**config.mk**
```make
export PLATFORM = sky130hd
export DESIGN_NAME = ring_window_median_top
export DESIGN_NICKNAME = d
export VERILOG_FILES = /design/src/rtl/core/rwm_pkg.sv /design/src/rtl/core/rwm_ctrl.sv /design/src/rtl/core/rwm_datapath.sv /design/src/rtl/core/ring_window_median_top.sv
export SDC_FILE = /design/constraint.sdc
export NUM_CORES = 1
export LEC_CHECK = 0
export BUFFER_PORTS_ARGS = -buffer_cell sky130_fd_sc_hd__buf_4
export CORE_ASPECT_RATIO = 0.75
export CORE_UTILIZATION = 60
export DETAILED_ROUTE_END_ITERATION = 8
export GPL_ROUTABILITY_DRIVEN = 0
export GPL_TIMING_DRIVEN = 0
export PLACE_DENSITY = 0.78
export SYNTH_ARGS = -nofsm -noshare
export SYNTH_HDL_FRONTEND = slang
export SYNTH_SLANG_ARGS = --single-unit
```
**constraint.sdc**
```tcl
create_clock -name clk -period 4.35 [get_ports clk]
set_input_delay 0.87 -clock clk [delete_from_list [all_inputs] [get_ports clk]]
set_output_delay 0.87 -clock clk [all_outputs]
set_load 0.02 [all_outputs]
```
**src/rtl/core/rwm_pkg.sv**
```systemverilog
// Shared types and constants for the ring window median filter.
package rwm_pkg;

    localparam int SAMPLE_W = 12;

    typedef logic [SAMPLE_W-1:0] sample_t;

    // Commands from the controller to the datapath.
    typedef struct packed {
        logic load_sample;
        logic scan;
        logic eval;
        logic load_out;
    } rwm_cmd_t;

    // Status from the datapath to the controller.
    typedef struct packed {
        logic out_free;
    } rwm_status_t;

endpackage

```
**src/rtl/core/rwm_ctrl.sv**
```systemverilog
// Controller state machine: sequences the rank scan for one request.
module rwm_ctrl #(
    parameter int WINDOW = 8,
    parameter int IDX_W  = 3
) (
    input  logic                 clk,
    input  logic                 rst_n,
    input  logic                 in_valid,
    output logic                 in_stall,
    input  rwm_pkg::rwm_status_t status,
    output rwm_pkg::rwm_cmd_t    cmd,
    output logic [IDX_W-1:0]     cand_idx
);
    import rwm_pkg::*;

    localparam logic [1:0] ST_IDLE = 2'd0;
    localparam logic [1:0] ST_SCAN = 2'd1;
    localparam logic [1:0] ST_TAIL = 2'd2;
    localparam logic [1:0] ST_DONE = 2'd3;

    localparam logic [IDX_W-1:0] LAST_IDX = IDX_W'(WINDOW - 1);

    logic [1:0]       state_reg;
    logic [1:0]       state_next;
    logic [IDX_W-1:0] cand_reg;
    logic [IDX_W-1:0] cand_next;
    logic             eval_pend_reg;
    logic             eval_pend_next;

    always_comb
    begin
        state_next      = state_reg;
        cand_next       = cand_reg;
        cmd             = '0;
        cmd.eval        = eval_pend_reg;
        in_stall        = 1'b1;
        case (state_reg)
            ST_IDLE:
            begin
                in_stall = 1'b0;
                if (in_valid)
                begin
                    cmd.load_sample = 1'b1;
                    cand_next       = '0;
                    state_next      = ST_SCAN;
                end
            end
            ST_SCAN:
            begin
                cmd.scan = 1'b1;
                if (cand_reg == LAST_IDX)
                begin
                    state_next = ST_TAIL;
                end
                else
                begin
                    cand_next = cand_reg + 1'b1;
                end
            end
            ST_TAIL:
            begin
                // last candidate's rank is counted this cycle
                state_next = ST_DONE;
            end
            ST_DONE:
            begin
                if (status.out_free)
                begin
                    cmd.load_out = 1'b1;
                    state_next   = ST_IDLE;
                end
            end
            default:
            begin
                state_next = ST_IDLE;
            end
        endcase
        eval_pend_next = cmd.scan;
    end

    assign cand_idx = cand_reg;

    always_ff @(posedge clk or negedge rst_n)
    begin
        if (!rst_n)
        begin
            state_reg     <= ST_IDLE;
            cand_reg      <= '0;
            eval_pend_reg <= 1'b0;
        end
        else
        begin
            state_reg     <= state_next;
            cand_reg      <= cand_next;
            eval_pend_reg <= eval_pend_next;
        end
    end

endmodule

```
**src/rtl/core/rwm_datapath.sv**
```systemverilog
// Datapath: sample window, rank comparators, rank check and output register.
module rwm_datapath #(
    parameter int WINDOW = 8,
    parameter int IDX_W  = 3
) (
    input  logic                 clk,
    input  logic                 rst_n,
    input  rwm_pkg::sample_t     sample,
    input  rwm_pkg::rwm_cmd_t    cmd,
    input  logic [IDX_W-1:0]     cand_idx,
    output rwm_pkg::rwm_status_t status,
    output logic                 out_valid,
    input  logic                 out_stall,
    output rwm_pkg::sample_t     median_value
);
    import rwm_pkg::*;

    localparam int               MEDIAN_POS = (WINDOW - 1) / 2;
    localparam logic [IDX_W-1:0] LAST_IDX   = IDX_W'(WINDOW - 1);
    localparam logic [IDX_W-1:0] MEDIAN_IDX = IDX_W'(MEDIAN_POS);

    sample_t            window_reg [WINDOW];
    logic [IDX_W-1:0]   wp_reg;
    logic [WINDOW-1:0]  flags_reg;
    logic [WINDOW-1:0]  flags_next;
    sample_t            cand_val;
    sample_t            cand_val_reg;
    sample_t            found_reg;
    sample_t            out_data_reg;
    logic               out_valid_reg;
    logic [IDX_W-1:0]   rank;

    // Rank of the candidate: entries below it, ties broken by position.
    always_comb
    begin
        cand_val = window_reg[cand_idx];
        for (int j = 0; j < WINDOW; j++)
        begin
            flags_next[j] = (window_reg[j] < cand_val)
                || ((window_reg[j] == cand_val) && (IDX_W'(j) < cand_idx));
        end
    end

    assign rank            = IDX_W'($countones(flags_reg));
    assign status.out_free = !out_valid_reg || !out_stall;
    assign out_valid       = out_valid_reg;
    assign median_value    = out_data_reg;

    always_ff @(posedge clk or negedge rst_n)
    begin
        if (!rst_n)
        begin
            for (int i = 0; i < WINDOW; i++)
            begin
                window_reg[i] <= '0;
            end
            wp_reg <= '0;
        end
        else if (cmd.load_sample)
        begin
            window_reg[wp_reg] <= sample;
            wp_reg <= (wp_reg == LAST_IDX) ? '0 : wp_reg + 1'b1;
        end
    end

    always_ff @(posedge clk)
    begin
        if (cmd.scan)
        begin
            flags_reg    <= flags_next;
            cand_val_reg <= cand_val;
        end
        if (cmd.eval && (rank == MEDIAN_IDX))
        begin
            found_reg <= cand_val_reg;
        end
        if (cmd.load_out)
        begin
            out_data_reg <= found_reg;
        end
    end

    always_ff @(posedge clk or negedge rst_n)
    begin
        if (!rst_n)
        begin
            out_valid_reg <= 1'b0;
        end
        else if (cmd.load_out)
        begin
            out_valid_reg <= 1'b1;
        end
        else if (!out_stall)
        begin
            out_valid_reg <= 1'b0;
        end
    end

endmodule

```
**src/rtl/core/ring_window_median_top.sv**
```systemverilog
// Sliding-window median filter over the last WINDOW samples.
//
// Input channel: in_valid / in_stall with the 12-bit unsigned sample. A request
// writes the sample into the window at the ring write pointer, which wraps to 0
// after entry WINDOW-1.
// Output channel: out_valid / out_stall with median_value, the element at
// sorted position (WINDOW-1)/2 of the window, the lower median for even sizes.
// Each request gives exactly one result.
// The controller walks one candidate per cycle; each candidate is compared
// against all entries at once and its rank counted in the following cycle.
// A new request is taken only once the previous one has been scanned and its
// result moved into the output register.
// Reset clears the window to zero and the pointer to entry 0, so the first
// results count those zeros as samples.
// A stalled result is held in the output register; the next request is taken
// meanwhile, and its result waits in the datapath until that register frees.
module ring_window_median_top #(
    parameter int WINDOW = 8
) (
    input  logic                     clk,
    input  logic                     rst_n,
    input  logic                     in_valid,
    output logic                     in_stall,
    input  logic [11:0]              sample,
    output logic                     out_valid,
    input  logic                     out_stall,
    output logic [11:0]              median_value
);
    import rwm_pkg::*;

    localparam int IDX_W = (WINDOW > 1) ? $clog2(WINDOW) : 1;

    rwm_cmd_t         cmd;
    rwm_status_t      status;
    logic [IDX_W-1:0] cand_idx;

    rwm_ctrl #(
        .WINDOW (WINDOW),
        .IDX_W  (IDX_W)
    ) u_ctrl (
        .clk      (clk),
        .rst_n    (rst_n),
        .in_valid (in_valid),
        .in_stall (in_stall),
        .status   (status),
        .cmd      (cmd),
        .cand_idx (cand_idx)
    );

    rwm_datapath #(
        .WINDOW (WINDOW),
        .IDX_W  (IDX_W)
    ) u_datapath (
        .clk          (clk),
        .rst_n        (rst_n),
        .sample       (sample),
        .cmd          (cmd),
        .cand_idx     (cand_idx),
        .status       (status),
        .out_valid    (out_valid),
        .out_stall    (out_stall),
        .median_value (median_value)
    );

endmodule

```
==> summary.txt <==
Routing
  • DRT antenna net count: 0
  • Drt wl/cell: 21.8 um
  • Initial DRC count: 370
  • Via density: 6.33
  • Met1 Routed Length: 8420 um
  • Vias: 5,521
  • Met3 wire len: 1280 um
  • Routed wl met2: around 9000 um
  • Top Layer Used: met4
  • WL final: ~19,000 um
  • DRC: 0
  • 1st-pass router iterations: 5

Placement
  • Placed Cells incl. Taps: 839
  • Port buffer count: 28
  • Detailed placement HPWL: 14,400 um

Clocking
  • CTS clock-pin slew for the worst setup and hold paths: ~0.07 ns
  • Total setup buffers inserted after CTS: 0
  • Depth of the CTS H-tree: 4
  • Worst-Skew Late Latency: 0.43 ns
  • Longest Clk Path Bufs: 2
  • Clock root cell: clkbuf_16
  • Clock sink total: 150
  • TritonCTS Buffers: 17
  • TritonCTS clock tree: built

Final layout
  • Area added between synthesis and finish: 12.3%
  • Share of layout cells above drive strength 1: 0.298
  • Non-Filler Instances: about 870
  • Inserted Diodes: 0
  • Most frequent cells in the layout: 109 x ha_1, 106 x dfrtp_1, 83 x mux2_2, 44 x edfxtp_1, 34 x a21oi_1
  • Final core area utilization: 0.697
  • Max reg flops: between 90 and 100
  • Most common cell after layout, fill and taps aside: ha_1
  • Nets: roughly 810

Floorplan
  • Rows: 37
  • Die area: 14,800 um^2
  • CORE AREA: 13,800 um^2
  • Die Ht: 105 um
  • IO Pins: 30
  • Die W: 140 um
  • Initial core utilization: 0.620

Global route
  • Initial antenna violation count: 0
  • GR Overflow Total: 0
  • Largest net degree at the start of global routing: about 110
  • First-pass GRT wire length: 30,900 um
  • Total track usage: 0.281
  • Number of global-route vias before repair: around 5,900

Worst setup path
  • Required time of the critical path: 4.47 ns
  • Crit end category: register
  • Max FO, Critical Path: 10
  • Worst Reg2Reg Path Length in Cells: 8
  • Reg-to-Reg Start: u_ctrl.cand_idx[0]
  • Critical path class: register to register
  • CP startpoint kind: register
  • CP Data Arrival Time: 4.26 ns
  • Worst Setup SP: u_ctrl.cand_idx[0]

Timing
  • Fin. max-slew vios: 0
  • Unrepaired setup endpoints after global routing: false
  • Tcrit/Tclk final: 0.953
  • Rel. slew slack: 0.245
  • Worst hold slack: 0.266 ns
  • Worst Skew: 0.00864 ns
  • Final-report hold violation count: 0
  • Slew of the pin with the lowest slew margin: ~1.1 ns
  • Final setup viols: 0
  • Post-route minimum period: around 4.1 ns
  • FMAX: 241 MHz
  • Fin Setup TNS: 0 ns

Synthesis
  • EDFF count, synth: between 40 and 50
  • Yosys cell types: 51
  • Mapped Nets: 763
  • Seq/Total Area, Yosys: 0.464
  • Warnings, synthesis: 0
  • Mapped Cells: 635
  • Synth Area per Inst: 13.5 um^2
  • #FFs+latches synth: 150
  • Top FF cell, synth: dfrtp_1
  • Post-Syn Area: 8560 um^2
  • FFs w/ async S/R, synth: 0.707

Job
  • Max-cap violations: 0

Hold path
  • Worst hold path type: primary input to async pin

Status
  • Status: finished clean
==> final timing paths <==
kind                                               to  slack, ns
max                           u_datapath.flags_reg[6]       0.21
min                               u_ctrl.state_reg[0]       0.27
max reg2reg                   u_datapath.flags_reg[6]       0.21
min reg2reg                u_datapath.median_value[4]       0.42
max in group asynchronous   u_datapath.window_reg[42]       3.40
min in group clk           u_datapath.median_value[4]       0.42
==> routing by layer <==
| layer | vias to the layer above | track usage |
|---|---|---|
| met3 | 24 | 0.0786 |
| li1 | 2538 | - |
| met1 | 2777 | 0.372 |
| met4 | 0 | 0.0934 |
| met5 | - | 0 |
| met2 | 182 | 0.447 |
==> Yosys cell counts (2+ instances only) <==
library cell	count	area, um^2
a2111oi_0	2	17.5
mux4_2	24	541
dfrtp_1	106	2650
a21boi_0	3	22.5
fa_1	3	60.1
a21o_1	15	113
mux2_2	83	935
ha_1	109	1360
buf_2	13	65.1
or2_2	2	12.5
nand2_1	23	86.3
nand4_1	16	100
a32oi_1	2	17.5
a21oi_1	34	170
o21ai_0	14	70.1
or3_1	3	18.8
o41ai_1	2	17.5
nor2_1	9	33.8
clkbuf_1	2	7.51
o211ai_1	7	52.6
a221o_1	3	30.0
a211oi_1	2	15.0
o31ai_1	4	30.0
nor3_2	2	20.0
edfxtp_1	44	1320
and4_1	3	26.3
nor3_1	2	10.0
o21a_1	3	22.5
nand3_1	16	80.1
or4_1	2	15.0
inv_1	31	116
mux2i_1	11	110
nor2b_1	9	56.3
mux2_4	10	150
nand2b_1	2	12.5
xnor2_1	2	17.5
buf_4	3	22.5
==> what timing repair did <==
item / in CTS / in global routing
hold endpoints to repair: 0 / 0
hold buffers: 0 / 0
gates resized for setup: 0 / 5
setup endpoints to repair: 0 / 2
==> cells by family after synthesis <==
kind of cell | after synthesis | synth area share
flops | 150 | 0.464
mux | 129 | 0.204
fa+ha+maj | 112 | 0.166
compound gates | 98 | 0.0744
simple gates | 94 | 0.0627
buf+inv | 50 | 0.0260
xor+xnor | 2 | 0.00205
==> final cells by class <==
cell class                 count  area [um^2]
sequential                   150         3970
tap                          175          219
clock inverter                15          144
multi-input combinational    435         4380
fill                         957         4180
inverter                      31          116
buffer                        19          106
clock buffer                  17          425
timing repair buffer          30          249
==> critical path, stage by stage (launching register included) <==
cell      delay (ns)
dfrtp_1         0.37
buf_2           0.34
buf_4           0.32
mux4_2          0.55
mux2i_1         0.84
ha_1            0.39
nand4_1         0.17
a211oi_1        0.09
o41ai_1         0.76
==> metrics by stage <==
| step | setup WS [ns] | cell area, um^2 |
|---|---|---|
| floorplan | 1.06 | 8560 |
| global placement | 0.204 | 8990 |
| detailed placement | 0.158 | 8990 |
| CTS | 0.0953 | 9560 |
| global route | 0.0109 | 9610 |
| finish | 0.205 | 9610 |
Power is not shown: default switching activity piles up to over one toggle a cycle in this logic, so the estimate is an artifact.
